**src/lzsd_pkg.sv**
```systemverilog
package lzsd_pkg;

    localparam int WINDOW_SIZE = 4096;
    localparam int LOOKAHEAD = 16;
    localparam int MIN_MATCH_EXTRA = 2;
    localparam int ADDR_W = $clog2(WINDOW_SIZE);
    localparam int CNT_W = ADDR_W + 1;

    localparam logic [ADDR_W-1:0] WP_START = ADDR_W'(WINDOW_SIZE - LOOKAHEAD);
    localparam logic [7:0] FILL_RESET = 8'd32;

    localparam int CMD_DEPTH = 4;
    localparam int CMD_PTR_W = $clog2(CMD_DEPTH);

    // command kinds passed from the front to the back
    localparam logic [1:0] CMD_START = 2'd0;
    localparam logic [1:0] CMD_LIT = 2'd1;
    localparam logic [1:0] CMD_MATCH = 2'd2;

    typedef struct packed {
        logic [1:0]        kind;
        logic [ADDR_W-1:0] arg;
        logic [3:0]        nib;
    } t_cmd;

endpackage

```
**src/lzsd_in_if.sv**
```systemverilog
interface lzsd_in_if;
    logic       valid;
    logic       ready;
    logic [7:0] in_byte;
    logic       stream_start;

    modport source (output valid, output in_byte, output stream_start, input ready);
    modport sink (input valid, input in_byte, input stream_start, output ready);
endinterface

```
**src/lzsd_front.sv**
```systemverilog
module lzsd_front (
    input  logic          i_clk,
    input  logic          i_rst_n,
    lzsd_in_if.sink       i_in,
    input  logic          i_q_full,
    output logic          o_push,
    output lzsd_pkg::t_cmd o_cmd
);
    import lzsd_pkg::*;

    localparam logic [1:0] PH_FLAG = 2'd0;
    localparam logic [1:0] PH_LIT = 2'd1;
    localparam logic [1:0] PH_LOW = 2'd2;
    localparam logic [1:0] PH_HIGH = 2'd3;

    logic [8:0] r_flags, n_flags;
    logic [1:0] r_phase, n_phase;
    logic [7:0] r_low, n_low;

    logic       accept;
    logic [8:0] cur_flags;
    logic [1:0] cur_phase;
    logic [7:0] cur_low;
    logic [7:0] b;

    function automatic logic [1:0] pick_phase(input logic [8:0] f);
        if (f <= 9'd1) begin
            return PH_FLAG;
        end else if (f[0]) begin
            return PH_LIT;
        end else begin
            return PH_LOW;
        end
    endfunction

    assign i_in.ready = !i_q_full;
    assign accept = i_in.valid && !i_q_full;
    assign b = i_in.in_byte;

    always_comb begin
        cur_flags = i_in.stream_start ? 9'd0 : r_flags;
        cur_phase = i_in.stream_start ? PH_FLAG : r_phase;
        cur_low = i_in.stream_start ? 8'd0 : r_low;

        n_flags = r_flags;
        n_phase = r_phase;
        n_low = r_low;
        o_push = 1'b0;
        o_cmd = '0;

        if (accept) begin
            n_flags = cur_flags;
            n_phase = cur_phase;
            n_low = cur_low;
            case (cur_phase)
                PH_FLAG: begin
                    n_flags = {1'b1, b};
                    n_phase = pick_phase({1'b1, b});
                    // a start marker only reaches the back as a reinit word
                    if (i_in.stream_start) begin
                        o_push = 1'b1;
                        o_cmd.kind = CMD_START;
                    end
                end
                PH_LIT: begin
                    o_push = 1'b1;
                    o_cmd.kind = CMD_LIT;
                    o_cmd.arg = ADDR_W'(b);
                    n_flags = cur_flags >> 1;
                    n_phase = pick_phase(cur_flags >> 1);
                end
                PH_LOW: begin
                    n_low = b;
                    n_phase = PH_HIGH;
                end
                PH_HIGH: begin
                    o_push = 1'b1;
                    o_cmd.kind = CMD_MATCH;
                    o_cmd.arg = {b[7:4], cur_low};
                    o_cmd.nib = b[3:0];
                    n_flags = cur_flags >> 1;
                    n_phase = pick_phase(cur_flags >> 1);
                end
                default: begin
                    n_phase = PH_FLAG;
                end
            endcase
        end
    end

    always_ff @(posedge i_clk) begin
        if (!i_rst_n) begin
            r_flags <= 9'd0;
            r_phase <= PH_FLAG;
            r_low <= 8'd0;
        end else begin
            r_flags <= n_flags;
            r_phase <= n_phase;
            r_low <= n_low;
        end
    end

endmodule

```
**src/flat_wrapper.sv**
```systemverilog
// flat-port wrapper written by rule: the top's interface ports become plain ports
module lzsd_front_flat import lzsd_pkg::*;
  (i_clk, i_rst_n, i_q_full, o_push, o_cmd, i_in_valid, i_in_in_byte, i_in_stream_start, i_in_ready);
  lzsd_in_if i_in_i ();
  input  logic i_clk;
  input  logic i_rst_n;
  input  logic i_q_full;
  output logic o_push;
  output lzsd_pkg::t_cmd o_cmd;
  input wire logic [$bits(i_in_i.valid)-1:0] i_in_valid;
  input wire logic [$bits(i_in_i.in_byte)-1:0] i_in_in_byte;
  input wire logic [$bits(i_in_i.stream_start)-1:0] i_in_stream_start;
  output wire logic [$bits(i_in_i.ready)-1:0] i_in_ready;
  assign i_in_i.valid = i_in_valid;
  assign i_in_i.in_byte = i_in_in_byte;
  assign i_in_i.stream_start = i_in_stream_start;
  assign i_in_ready = i_in_i.ready;
  lzsd_front u_core (.i_clk(i_clk), .i_rst_n(i_rst_n), .i_in(i_in_i), .i_q_full(i_q_full), .o_push(o_push), .o_cmd(o_cmd));
endmodule
```
**config.mk**
```make
export PLATFORM = sky130hd
export DESIGN_NAME = lzsd_front_flat
export DESIGN_NICKNAME = d
export VERILOG_FILES = /design/src/lzsd_pkg.sv /design/src/lzsd_in_if.sv /design/src/lzsd_front.sv /design/src/flat_wrapper.sv
export SDC_FILE = /design/constraint.sdc
export NUM_CORES = 1
export LEC_CHECK = 0
export BUFFER_PORTS_ARGS = -buffer_cell sky130_fd_sc_hd__buf_4
export CAP_MARGIN = 20
export CELL_PAD_IN_SITES_DETAIL_PLACEMENT = 0
export CELL_PAD_IN_SITES_GLOBAL_PLACEMENT = 1
export CORE_ASPECT_RATIO = 1.4
export CORE_MARGIN = 2
export CORE_UTILIZATION = 35
export DETAILED_ROUTE_END_ITERATION = 10
export PLACE_DENSITY_LB_ADDON = 0.1
export SLEW_MARGIN = 20
export SYNTH_ARGS = -nofsm -noshare
export SYNTH_HDL_FRONTEND = slang
export SYNTH_SLANG_ARGS = --single-unit
```
**constraint.sdc**
```tcl
create_clock -name i_clk -period 1.56 [get_ports i_clk]
set_input_delay 0.312 -clock i_clk [delete_from_list [all_inputs] [get_ports i_clk]]
set_output_delay 0.312 -clock i_clk [all_outputs]
set_load 0.02 [all_outputs]
```
Word level (Yosys, flattened, before mapping)
Index checks and enable logic that the tools add are counted.

$lt $le $gt $ge: 2. Equal/unequal tests: 3. Mux-type cells: 17. Reduce and logical (&&, ||, !) cells: 4.

Operator list (count): 12-bit case mux with 2 select lines (1); 18-bit 2-to-1 mux (1); 9-bit case mux with 2 select lines (1); 8-bit 2-to-1 mux (2); 2-bit 2-to-1 mux (5); 9-bit by 1-bit less-or-equal comparator with 1-bit output (second input constant) (1); 9-bit 2-to-1 mux (1); 8-bit by 1-bit less-or-equal comparator with 1-bit output (second input constant) (1); 2-bit case mux with 3 select lines (1); 2-bit == test (second input constant) (2); 4-bit 2-to-1 mux (1); 2-bit case mux with 2 select lines (1); 2-bit by 1-bit == test with 1-bit output (second input constant) (1); 2-bit zero test (1); 1-bit 2-to-1 mux (2); 1-bit case mux with 2 select lines (1); 2-bit OR reduction (1); 1-bit logical AND (1); 1-bit zero test (1).

Register bits after elaboration: 18. Input port bits: 13. Output and inout port bits: 20.

Depth between registers and ports, before layout
Depth after elaboration: 5. Gate-level depth with buffers: 5.

Worst setup path after synthesis
Ideal clock, no wire load.

Path kind: reg2out. From: reg u_core.r_phase[0]. To: out o_cmd[10] in the netlist's numbering. Arrival: 1.230 ns. Data required time: 1.248 ns. Setup slack: 0.018 ns. Stages on the path, launching flop included: 6. Buffers on the path: 2. Cell sequence: dfxtp_1 > buf_6 > nand2b_1 > or2_2 > buf_2 > nor2_1.

RTL lines: start: declaration (line lzsd_front.sv:17) `logic [1:0] r_phase, n_phase;`; start signal: assignment (line lzsd_front.sv:98) `r_phase <= n_phase;`; end: declaration (line flat_wrapper.sv:9) `output lzsd_pkg::t_cmd o_cmd;`.

==> flow_summary.ini <==
[timing]
slew_violations = 0
worst_pin_slew_ns = 0.611
fin_crit_sh = 0.996
slew_headroom = 0.590
hold_viol = 0
setup_violations = 0
max_freq_mhz = 643
tns_ns = 0
fin_skew_ns = 0.00212
worst_slack_ns = 0.00597
finalCriticalPeriod_ns = 1.55
grt_setup_unrepaired = true

[worst_setup_path]
path_class = register to output port
reg2reg_slack_ns = 0.13
endpoint_kind = output port
r2r-end = u_core.r_low[4]
cp_cell_sequence = and4bb_2, and3_4, buf_6
path_max_fanout = 5
arrival_ns = 1.24
reg2reg_depth = 4
crit_path_top_delay_cell = dfxtp_4
worstSetupStartpointType = register
reg2reg_from = u_core.r_phase[1]
max_stage_delay_ns = 0.38
required_ns = 1.25

[final_layout]
final_common_cell = buf_4
antennaDiodeCount = 0
final_area_um2 = 1550
seqCellArea_um2 = 365
postLayoutCoreUtil = 0.540
drive_above_1_share = 0.494
syn_to_final_growth_pct = 46.9
final_cell_mix = buf_4, dfxtp_1, o21ai_0, a32o_2, buf_6
fin_nets = 168
n_fill_cell = 268
multiInputGateArea_um2 = 713

[logic_synthesis]
netlist_area_um2 = 1060
ys.flop_type = dfxtp_1
synth_nets = 129
async_flop_share = 0
synth_compound_area_frac = 0.314
syn_area_per_cell_um2 = 9.11
syn-instance-count = 116
synth_top_family_by_area = compound AO/OA/AOI/OAI gates
synthAdderAreaFrac = 0
synth-edff-count = 0
synth_seq_cells = 18
synth-simple-area-share = 0.193
ys_types = 31
synth-xor-area-share = 0
ys_seq_area_frac = 0.341
synthMuxAreaShare = 0.0757
yosysWarnings = 0

[power]
p_switching_uw = 277
comb_power_share = 0.198
p_sw_frac = 0.257
leakagePower_uw = 0.000674
power_density_nw_per_um2 = 694
ir_drop_mv = 0.538
clkPwrFrac = 0.351
power.internal_uw = 801
seq_power_share = 0.452

[flow_run]
cap_violations = 0

[detailed_routing]
ant_nets = 0
firstDrtPassIters = 4
route.detailed.drc = 0
drt_iter0_drc = 36
wl_mm = 3.01
via_per_inst = 5.49
num_vias = 1049
routedWlPerCell_um = 15.8

[outcome]
status = completed

[grt]
grt_usage = 0.170
grt_pass1_vias = 958
grt_pass1_wl_mm = 4.59
grt_overflow_total = 0
grt_max_degree = 20
antenna_found_initial = 0

[min_path]
holdPathEnd = u_core.r_low[5]
min_from = i_in_in_byte[5]
hold_depth = 2
min_path_type = input pin to register

[die]
fp.dieH_um = 69.0
die_area_um2 = 3480
die_w_um = 50.5
start_util = 0.367
rows = 23
core_area_um2 = 2880
pin_count = 33

[place]
dpl.hpwl_mm = 1.97
dpl_cell_area_um2 = 1350
port_buffers = 32
post-place-ws_ns = 0.000750
gp_congestion = 0.775

[clock_network]
clock_path_buffers = 2
clock_latency_ns = 0.25
ctsHoldBuffers = 0
cts_tree = built
clock-sinks = 18
path_clk_slew_ns = 0.07
cts_root_buf = clkbuf_8
htreeDepth = 1
cts_buffers = 3
## worst max-delay path: cells and delay by family, from the launching register on
kind / cells / cell delay [ns]
buffers and inverters: 1 / 0.11
and+or+nand+nor: 2 / 0.50
DFF: 1 / 0.38
## repair_timing
action                                  4_1_cts  5_1_grt
pin swaps                                     1        4
endpoints found under the setup margin       17       13
gates cloned                                  1        1
setup buffers                                 0        1
gates resized for setup                       2       30
## registers in the layout, summed over array words and instances, names as in the netlist
| name | count |
|---|---|
| u_core.r_flags | 8 |
| u_core.r_low | 8 |
| u_core.r_phase | 2 |
## power by group through the flow
stage          combinational [uW]  clock (uW)  sequential, uW
2_1_floorplan                 112           0             492
3_3_place_gp                  182           0             494
3_5_place_dp                  183           0             495
4_1_cts                       187         390             485
5_1_grt                       230         413             489
6_report                      213         378             487
## per-stage QoR
step | cells | hold WS [ns] | total power, uW
global placement | 184 | 0.473 | 676
finish | 191 | 0.309 | 1080
detailed placement | 184 | 0.480 | 678
floorplan | 116 | 0.439 | 604
global route | 191 | 0.308 | 1130
CTS | 189 | 0.298 | 1060
## layout make-up
cell class	count	share of cell area
inverters	2	0.00483
repair buffers	43	0.235
clock buffers	4	0.0355
multi-input cells	87	0.459
well taps	37	0.0298
flip-flops and latches	18	0.235
## Yosys cell counts, drive strengths merged (2+ instances only)
| library cell | instances | area share |
|---|---|---|
| o21bai | 2 | 0.018 |
| nor2b | 3 | 0.018 |
| nand2b | 3 | 0.018 |
| mux2i | 8 | 0.076 |
| and3 | 9 | 0.053 |
| o21ai | 12 | 0.057 |
| inv | 2 | 0.0071 |
| nor2 | 11 | 0.039 |
| clkbuf | 2 | 0.0071 |
| a21oi | 2 | 0.0095 |
| dfxtp | 18 | 0.34 |
| a32oi | 7 | 0.058 |
| buf | 9 | 0.063 |
| nand2 | 2 | 0.0071 |
| a21boi | 8 | 0.057 |
| a32o | 8 | 0.085 |
## metal layers
layer / share of wire / wire length (um) / vias up / track usage
met4: 0.0083 / 25 / 0 / 0.0541
met3: 0.033 / 99 / 2 / 0.0238
met5: 0 / 0 / - / 0
met1: 0.45 / 1350 / 504 / 0.229
li1: - / - / 521 / -
met2: 0.51 / 1540 / 22 / 0.276
## worst max path at each step
stage,start,end,slack [ns]
finish,u_core.r_phase[0],o_cmd[12],0.006
global route,u_core.r_phase[0],o_cmd[5],-0.04
CTS,u_core.r_phase[0],o_cmd[10],0.004
detailed placement,i_q_full,o_cmd[10],0.0007
global placement,i_q_full,o_cmd[5],0.01
floorplan,u_core.r_phase[0],o_cmd[10],0.02
## cells by family after synthesis
| kind of cell | Yosys count |
|---|---|
| AND/OR/NAND/NOR | 34 |
| AO/OA/AOI/OAI | 43 |
| multiplexers | 8 |
| flip-flops | 18 |
| buffers and inverters | 13 |
(Power assumes the default switching activity.)
