--- src/lzsd_pkg.sv ---
package lzsd_pkg;

    localparam int WINDOW_SIZE = 4096;
    localparam int LOOKAHEAD = 16;
    localparam int MIN_MATCH_EXTRA = 2;
    localparam int ADDR_W = $clog2(WINDOW_SIZE);
    localparam int CNT_W = ADDR_W + 1;

    localparam logic [ADDR_W-1:0] WP_START = ADDR_W'(WINDOW_SIZE - LOOKAHEAD);
    localparam logic [7:0] FILL_RESET = 8'd32;

    localparam int CMD_DEPTH = 4;
    localparam int CMD_PTR_W = $clog2(CMD_DEPTH);

    // command kinds passed from the front to the back
    localparam logic [1:0] CMD_START = 2'd0;
    localparam logic [1:0] CMD_LIT = 2'd1;
    localparam logic [1:0] CMD_MATCH = 2'd2;

    typedef struct packed {
        logic [1:0]        kind;
        logic [ADDR_W-1:0] arg;
        logic [3:0]        nib;
    } t_cmd;

endpackage

--- src/lzsd_cmd_fifo.sv ---
module lzsd_cmd_fifo (
    input  logic           i_clk,
    input  logic           i_rst_n,
    input  logic           i_push,
    input  lzsd_pkg::t_cmd i_cmd,
    output logic           o_full,
    input  logic           i_pop,
    output logic           o_empty,
    output lzsd_pkg::t_cmd o_cmd
);
    import lzsd_pkg::*;

    t_cmd                 r_mem [CMD_DEPTH];
    logic [CMD_PTR_W-1:0] r_wr, n_wr;
    logic [CMD_PTR_W-1:0] r_rd, n_rd;
    logic [CMD_PTR_W:0]   r_cnt, n_cnt;
    logic                 do_push;
    logic                 do_pop;

    assign o_full = (r_cnt == (CMD_PTR_W + 1)'(CMD_DEPTH));
    assign o_empty = (r_cnt == '0);
    assign o_cmd = r_mem[r_rd];
    assign do_push = i_push && !o_full;
    assign do_pop = i_pop && !o_empty;

    always_comb begin
        n_wr = do_push ? r_wr + 1'b1 : r_wr;
        n_rd = do_pop ? r_rd + 1'b1 : r_rd;
        n_cnt = r_cnt;
        if (do_push && !do_pop) begin
            n_cnt = r_cnt + 1'b1;
        end else if (!do_push && do_pop) begin
            n_cnt = r_cnt - 1'b1;
        end
    end

    always_ff @(posedge i_clk) begin
        if (do_push) begin
            r_mem[r_wr] <= i_cmd;
        end
    end

    always_ff @(posedge i_clk) begin
        if (!i_rst_n) begin
            r_wr <= '0;
            r_rd <= '0;
            r_cnt <= '0;
        end else begin
            r_wr <= n_wr;
            r_rd <= n_rd;
            r_cnt <= n_cnt;
        end
    end

endmodule

--- config.mk ---
export PLATFORM = sky130hd
export DESIGN_NAME = lzsd_cmd_fifo
export DESIGN_NICKNAME = d
export VERILOG_FILES = /design/src/lzsd_pkg.sv /design/src/lzsd_cmd_fifo.sv
export SDC_FILE = /design/constraint.sdc
export NUM_CORES = 1
export LEC_CHECK = 0
export BUFFER_PORTS_ARGS = -buffer_cell sky130_fd_sc_hd__buf_2
export CORE_MARGIN = 2
export CORE_UTILIZATION = 40
export DETAILED_ROUTE_END_ITERATION = 6
export PLACE_DENSITY = 0.69
export SYNTH_ARGS = -nofsm -noshare
export SYNTH_HDL_FRONTEND = slang
export SYNTH_SLANG_ARGS = --single-unit
--- constraint.sdc ---
create_clock -name i_clk -period 5.3 [get_ports i_clk]
set_input_delay 1.06 -clock i_clk [delete_from_list [all_inputs] [get_ports i_clk]]
set_output_delay 1.06 -clock i_clk [all_outputs]
set_load 0.02 [all_outputs]
# ---- Yosys cells after proc, flatten, opt, wreduce, memory -nomap -nowiden
# Memories as Yosys holds them, arrays and structs flattened. A register that Yosys moved wholly into a read port is not among the register bits.
# Cells that the tools add are included.
dict set report totals {
  ff_bits 7
  output_inout_bits 20
  ram_bits 72
  memories 1
  wordCells 25
}
dict set report classes {
  add_sub_neg 4
  eq_ne 1
  muxes 6
  n_reduce_logical 10
}
# name depth width rd rd_clocked_by_memory_dff write_ports line
set mem_list {}
lappend mem_list {r_mem 4 18 1 1 1 lzsd_cmd_fifo.sv:13} ;# t_cmd r_mem [CMD_DEPTH];
# cell n
set ops {}
lappend ops {{3-bit 2-to-1 mux} 2}
lappend ops {{2-bit by 1-bit adder with 2-bit output, second input constant} 2}
lappend ops {{1-bit logical AND} 4}
lappend ops {{1-bit logical NOT} 4}
lappend ops {{2-bit 2-to-1 mux} 2}
lappend ops {{3-bit by 1-bit adder with 3-bit output, second input constant} 1}
lappend ops {{3-bit equality test, second input constant} 1}
lappend ops {{3-bit logical NOT} 1}
lappend ops {{3-bit by 1-bit subtractor with 3-bit output, second input constant} 1}
lappend ops {{1-bit 2-to-1 mux} 2}
lappend ops {{2-bit nonzero test} 1}

# ---- Depth between registers and ports, before layout
# Gate-level depths: netlist of run 1.
dict set report logic_depth {
  ltp_word 7
  depth_mapped 9
  ltp_nobuf 8
}

# ---- Least setup slack after synthesis of run 1
# No wires, ideal clock.
dict set report synth_path {
  path_type {input to register}
  from {in i_push}
  to {reg r_cnt[2]}
  path_slack_ns 2.739
  cell_stages 8
  path_buffers 1
  arrival_ns 2.491
  setup_time_ns 0.070
  t_required_ns 5.230
  path_cell_list {nor2b_1 buf_2 ha_1 inv_1 fa_1 xor2_1 or3_1 a21boi_1}
}
dict set report synth_via {
  elab_chain_cells 4
  word_cells_on_any_way 6
  cone_classes {1 x mux; 5 x reduce/logical}
}
# element line
set synth_lines {}
lappend synth_lines {{from (decl)} lzsd_cmd_fifo.sv:4} ;# input logic i_push,
lappend synth_lines {{1-bit logical AND *} lzsd_cmd_fifo.sv:23} ;# assign do_push = i_push && !o_full;
lappend synth_lines {{named net do_push} lzsd_cmd_fifo.sv:17} ;# logic do_push;
lappend synth_lines {{1-bit logical NOT} lzsd_cmd_fifo.sv:32} ;# end else if (!do_push && do_pop) begin
lappend synth_lines {{1-bit logical AND} lzsd_cmd_fifo.sv:32}
lappend synth_lines {{2-bit nonzero test (no source line)} --}
lappend synth_lines {{to (signal assigned)} lzsd_cmd_fifo.sv:51} ;# r_cnt <= n_cnt;
lappend synth_lines {{to (decl)} lzsd_cmd_fifo.sv:16} ;# logic [CMD_PTR_W:0] r_cnt, n_cnt;
# The timed path passes the listed nets; every way through them passes the cells marked *.
# A chain may end at the register's enable or synchronous reset.

==> reports/results.ini, run 1 <==
[finish]
multi_input_area_um2 = 688
diodes = 0
seq_area_um2 = 2340
layout-drive-gt1-share_pct = 39.7
area_delta_synth_final_pct = 15.0
n_fill_cell = 665
design_area_um2 = 3550
fin_cells = 296
nets = 217

[critical_path]
worstPathRequired_ns = 4.24
r2r_end = r_cnt[2]$_SDFFE_PN0P_
path_max_fanout = 18
r2r_cells = 8
startpoint_type = register
crit_type = reg -> out
cp-end-kind = output pin
arrival_ns = 1.84
worstReg2RegStart = r_cnt[0]$_SDFFE_PN0P_
rrSetupSlack_ns = 2.95

[job]
cap_violations = 0

[synth]
synthFlopType = edfxtp_1
syn_inst = 142
synthDistinctLibCells = 23
synth_seq_cells = 81
synthTopCellsByArea = edfxtp_1 70%, mux4_2 13%, dfxtp_1 5.8%
synth.most_common_cell = edfxtp_1
synth.largest_area_cell = edfxtp_1
yosysSeqAreaShare_pct = 75.8
syn-num-nets = 170
netlist_area_um2 = 3090
async_reset_ff_share_pct = 0
synth_top_area_share_pct = 69.9
synth_edf_count = 72
synthTopCellsByCount = 72 x edfxtp_1, 18 x mux4_2, 9 x dfxtp_1, 8 x and2_1, 5 x ha_1
synth_area_per_cell_um2 = 21.8
yosys_warnings = 0

[worst_hold_path]
hold_start = r_wr[1]$_SDFFE_PN0P_
hp-class = reg -> reg
min_to = r_wr[1]$_SDFFE_PN0P_
whs_path_depth = 2

[power_and_ir_drop]
pwr-share-clk_pct = 23.1
power_switching_uw = 509
ir_worst_vdd_uv = 247
p_seq_share_pct = 49.5
internal_power_uw = 1160
power_uw = 1670
p_leak_uw = 0.00121
p_sw_share_pct = 30.5
combPwrFrac_pct = 27.4
powerDensity_nw_per_um2 = 469

[timing]
worst_pin_slew_ns = 0.962
period_minus_slack_ns = 2.90
rsz0062_at_grt = false
final_max_slew_viol_count = 0
finalClockSkew_ns = 0.00589
finalSetupViolations = 0
finalHoldViolCount = 0
fin_setup_tns_ns = 0
max_clock_freq_mhz = 345
slew_headroom_pct = 35.9
finalCritPeriodShare_pct = 54.7

[global_route]
track_usage_pct = 12.1
antenna_found_initial = 0
grt_max_degree = 19
grt_pass1_wl_um = 7290
grt_pass1_vias = 1443
overflow = 0

[floorplanning]
rows = 32
die_height_um = 91.9
core_area_um2 = 7610
num_io_pins = 42
initial_core_util_pct = 40.6
dieArea_um2 = 8450
dieWidth_um = 91.9

[detailed_routing]
drc = 0
drt-initial-drc-count = 104
via_per_inst = 4.75
ant_nets = 0
routed_wl_um = 4710
wl_per_cell_um = 15.9
first_pass_iters = 4
vias = 1407

[clock_network]
clock_latency_ns = 0.35
cts_buffers = 9
cts_resized = 0
cts_setup_buffers = 0
clk_path_buf_depth = 2
cts_tree = yes
ctsHoldBuffers = 0
cts_sinks = 81
ctsRootBufferMaster = clkbuf_8
htree_num_levels = 3
clk_pin_slew_ns = 0.08

[placed_design]
io_buffers = 41
dp.cells = 280
globalplace.congestion = 0.661
dp_hpwl_um = 2920
place_area_um2 = 3380

[outcome]
outcome = complete, no violations

==> routing by layer <==
| metal | routed length (um) | global-route usage [%] | up-vias |
|---|---|---|---|
| li1 | - | - | 659 |
| met1 | 2080 | 15.1 | 697 |
| met2 | 2280 | 18.4 | 42 |
| met3 | 257 | 4.19 | 9 |
| met4 | 104 | 6.72 | 0 |
| met5 | 0 | 0 | - |
==> cell type report <==
class / instances / share of cell area (%)
clock buffers: 10 / 3.59
clock inverters: 6 / 1.27
inverters: 3 / 0.317
multi-input cells: 52 / 19.4
flip-flops and latches: 81 / 65.9
well taps: 102 / 3.59
repair buffers: 42 / 5.98
==> layout by cell type (no fill, tap or decap), types with 4 or more instances in the layout <==
cell type  count
and2_1         8
buf_2         41
nand2_1        4
edfxtp_1      72
dfxtp_1        9
ha_1           5
clkbuf_8       9
mux4_2        18
==> power groups by stage <==
stage	logic [uW]	clock network, uW	registers, uW
2_1_floorplan	369	0	818
3_3_place_gp	462	0	838
3_5_place_dp	466	0	840
4_1_cts	468	396	826
5_1_grt	498	422	834
6_report	457	385	824
==> state kept, by name (all words and copies together), names as in the netlist, named ones only <==
signal,cells
r_cnt,3
r_mem,72
r_rd,2
r_wr,2
==> through the flow <==
step / util (%) / hold WS (ns) / worst slack [ns]
6_report: 46.7 / 0.501 / 2.40
5_1_grt: 46.7 / 0.550 / 2.25
4_1_cts: 46.7 / 0.502 / 2.30
3_5_place_dp: 44.5 / 0.492 / 2.36
3_3_place_gp: 44.5 / 0.486 / 2.41
2_1_floorplan: - / 0.468 / 2.74
==> worst max-delay path, stage by stage (launching register included) <==
cell	delay [ns]
dfxtp_1	0.88
mux4_2	0.44
buf_2	0.18
==> worst max path at each step <==
stage | cells past startpoint | endpoint | slack (ns)
6_report | 2 | o_cmd[15] | 2.40
5_1_grt | 2 | o_cmd[15] | 2.25
4_1_cts | 2 | o_cmd[15] | 2.30
3_5_place_dp | 8 | r_cnt[2]$_SDFFE_PN0P_ | 2.36
3_3_place_gp | 8 | r_cnt[2]$_SDFFE_PN0P_ | 2.41
2_1_floorplan | 8 | r_cnt[2]$_SDFFE_PN0P_ | 2.74
==> cell families after synthesis <==
| group | share of synthesized area [%] |
|---|---|
| AO/OA/AOI/OAI | 1.09 |
| AND/OR/NAND/NOR | 3.28 |
| buffers and inverters | 1.98 |
| adder cells (fa/ha/maj) | 2.67 |
| XOR/XNOR | 1.13 |
| multiplexers | 14.1 |
| flip-flops | 75.8 |
(Power assumes the default switching activity.)
==> run 2: changes to the inputs <==
PLACE_DENSITY = 0.71   (was 0.69)
clock period = 2.63 ns   (was 5.3 ns; I/O delays follow)
==> reports/results.ini, run 2 (same netlist as run 1, synthesis figures left out) <==
[timing]
finalClockSkew_ns = 0.0131  ; was 0.00589 ns
finalCritPeriodShare_pct = 89.3
finalHoldViolCount = 0  ; unchanged
finalSetupViolations = 0  ; unchanged
period_minus_slack_ns = 2.35
final_max_slew_viol_count = 0  ; unchanged
max_clock_freq_mhz = 426
slew_headroom_pct = 74.6  ; was 35.9%
worst_pin_slew_ns = 0.380  ; was 0.962 ns
fin_setup_tns_ns = 0  ; unchanged
rsz0062_at_grt = false  ; unchanged

[power_and_ir_drop]
ir_worst_vdd_uv = 480  ; was 247 uV
powerDensity_nw_per_um2 = 977  ; was 469 nW/um2
p_leak_uw = 0.00126  ; was 0.00121 uW

[placed_design]
dp_hpwl_um = 3290  ; was 2920 um
dp.cells = 286  ; was 280
globalplace.congestion = 0.728  ; was 0.661
io_buffers = 41  ; unchanged

[global_route]
antenna_found_initial = 0  ; unchanged
grt_pass1_vias = 1483  ; was 1443
track_usage_pct = 12.5  ; was 12.1%
grt_pass1_wl_um = 7670  ; was 7290 um
overflow = 0  ; unchanged
grt_max_degree = 19  ; unchanged

[critical_path]
slowest_stage = dfxtp_1  ; unchanged
r2r_cells = 7  ; was 8
crit_type = reg -> out  ; unchanged
worstPathCellList = buf_12 -> mux4_2 -> buf_2  ; was mux4_2 -> buf_2
worstReg2RegStart = r_cnt[1]$_SDFFE_PN0P_  ; was r_cnt[0]$_SDFFE_PN0P_
arrival_ns = 1.82  ; was 1.84 ns
startpoint_type = register  ; unchanged
worstPathRequired_ns = 2.10  ; was 4.24 ns
cp-end-kind = output pin  ; unchanged
r2r_end = r_cnt[2]$_SDFFE_PN0P_  ; unchanged
critPathMaxStageDelay_ns = 0.55  ; was 0.88 ns
path_max_fanout = 14  ; was 18
rrSetupSlack_ns = 0.55  ; was 2.95 ns

[detailed_routing]
wl_met2_um = 2250  ; was 2280 um
ant_nets = 0  ; unchanged
wl_per_cell_um = 16.3  ; was 15.9 um
routed-wl-met3_um = 272  ; was 257 um
drc = 0  ; unchanged
via_per_inst = 4.79  ; was 4.75
vias = 1443  ; was 1407
drt-initial-drc-count = 51  ; was 104
wl_met1_um = 2320  ; was 2080 um
top_layer = met4  ; unchanged
routed_wl_um = 4900  ; was 4710 um
first_pass_iters = 4  ; unchanged

[finish]
top_register = r_mem  ; unchanged
most-common-layout-cells = 72 x edfxtp_1, 41 x buf_2, 18 x mux4_2, 9 x dfxtp_1, 9 x clkbuf_8  ; unchanged
fin_cells = 301  ; was 296
reg_top3 = r_mem (72), r_cnt (3)  ; unchanged
seq_area_um2 = 2340  ; unchanged
largest_register_ffs = 72  ; unchanged
n_fill_cell = 656  ; was 665
nets = 223  ; was 217
multi_input_area_um2 = 688  ; unchanged
layout_commonest_cell = edfxtp_1  ; unchanged
area_delta_synth_final_pct = 18.0  ; was 15.0%
layout-drive-gt1-share_pct = 40.7  ; was 39.7%
diodes = 0  ; unchanged

[clock_network]
clk_pin_slew_ns = 0.08  ; about the same
ctsHoldBuffers = 0  ; unchanged
cts_tree = yes  ; unchanged
htree_num_levels = 3  ; unchanged
clock_latency_ns = 0.34  ; was 0.35 ns
ctsRootBufferMaster = clkbuf_8  ; unchanged
cts_sinks = 81  ; unchanged
cts_buffers = 9  ; unchanged
cts_setup_buffers = 0  ; unchanged
clk_path_buf_depth = 2  ; unchanged
cts_resized = 0  ; unchanged

[floorplanning]
dieArea_um2 = 8450  ; unchanged
die_height_um = 91.9  ; unchanged
num_io_pins = 42  ; unchanged
initial_core_util_pct = 40.6  ; unchanged
dieWidth_um = 91.9  ; unchanged
rows = 32  ; unchanged
core_area_um2 = 7610  ; unchanged

[worst_hold_path]
hold_start = i_cmd[1]  ; was r_wr[1]$_SDFFE_PN0P_
min_to = r_mem[3][1]$_DFFE_PP_  ; was r_wr[1]$_SDFFE_PN0P_
whs_path_depth = 1  ; was 2
hp-class = in -> reg  ; was reg -> reg

[job]
cap_violations = 0  ; unchanged

[outcome]
outcome = complete, no violations  ; unchanged

## run 2: layer usage
layer,vias to the layer above,track usage (%)
li1,675,-
met1,728,16.7
met2,34,18.5
met3,6,3.94
met4,0,6.34
met5,-,0
## run 2: worst max-delay path by stage
stage,slack [ns],endpoint,depth (start not counted),startpoint
floorplan,0.54,r_cnt[2]$_SDFFE_PN0P_,9,r_cnt[0]$_SDFFE_PN0P_
global placement,0.59,r_cnt[2]$_SDFFE_PN0P_,8,i_push
detailed placement,0.51,r_cnt[2]$_SDFFE_PN0P_,8,i_push
CTS,0.23,o_cmd[13],3,register
global route,0.16,o_cmd[13],3,register
finish,0.28,o_cmd[12],3,register
## run 2: area by class of cell
class	count	share of cell area (%)
multi-input combinational	52	18.9
inverter	3	0.309
clock buffer	9	3.40
clock inverter	6	2.30
tap	102	3.50
sequential	81	64.2
timing repair buffer	48	7.41
## run 2: through the flow
step | hold slack (ns) | total power, uW | cell area [um2] | setup WS (ns) | util (%)
CTS | 0.384 | 3610 | 3650 | 0.232 | 47.9
detailed placement | 0.497 | 2670 | 3440 | 0.512 | 45.2
global placement | 0.485 | 2650 | 3440 | 0.593 | 45.2
floorplan | 0.468 | 2390 | 3090 | 0.540 | -
finish | 0.399 | 3560 | 3650 | 0.281 | 47.9
global route | 0.384 | 3740 | 3650 | 0.160 | 47.9
## run 2: power breakdown
part | total (uW) | switching [uW] | internal [uW]
registers | 1660 | 88.2 | 1570
clock network | 943 | 418 | 525
logic | 964 | 513 | 451
total | 3560 | 1020 | 2540
## run 2: critical path, delay by kind of cell (launching register included)
kind,cells,cell delay (ns)
buf+inv,2,0.41
flops,1,0.55
mux,1,0.53
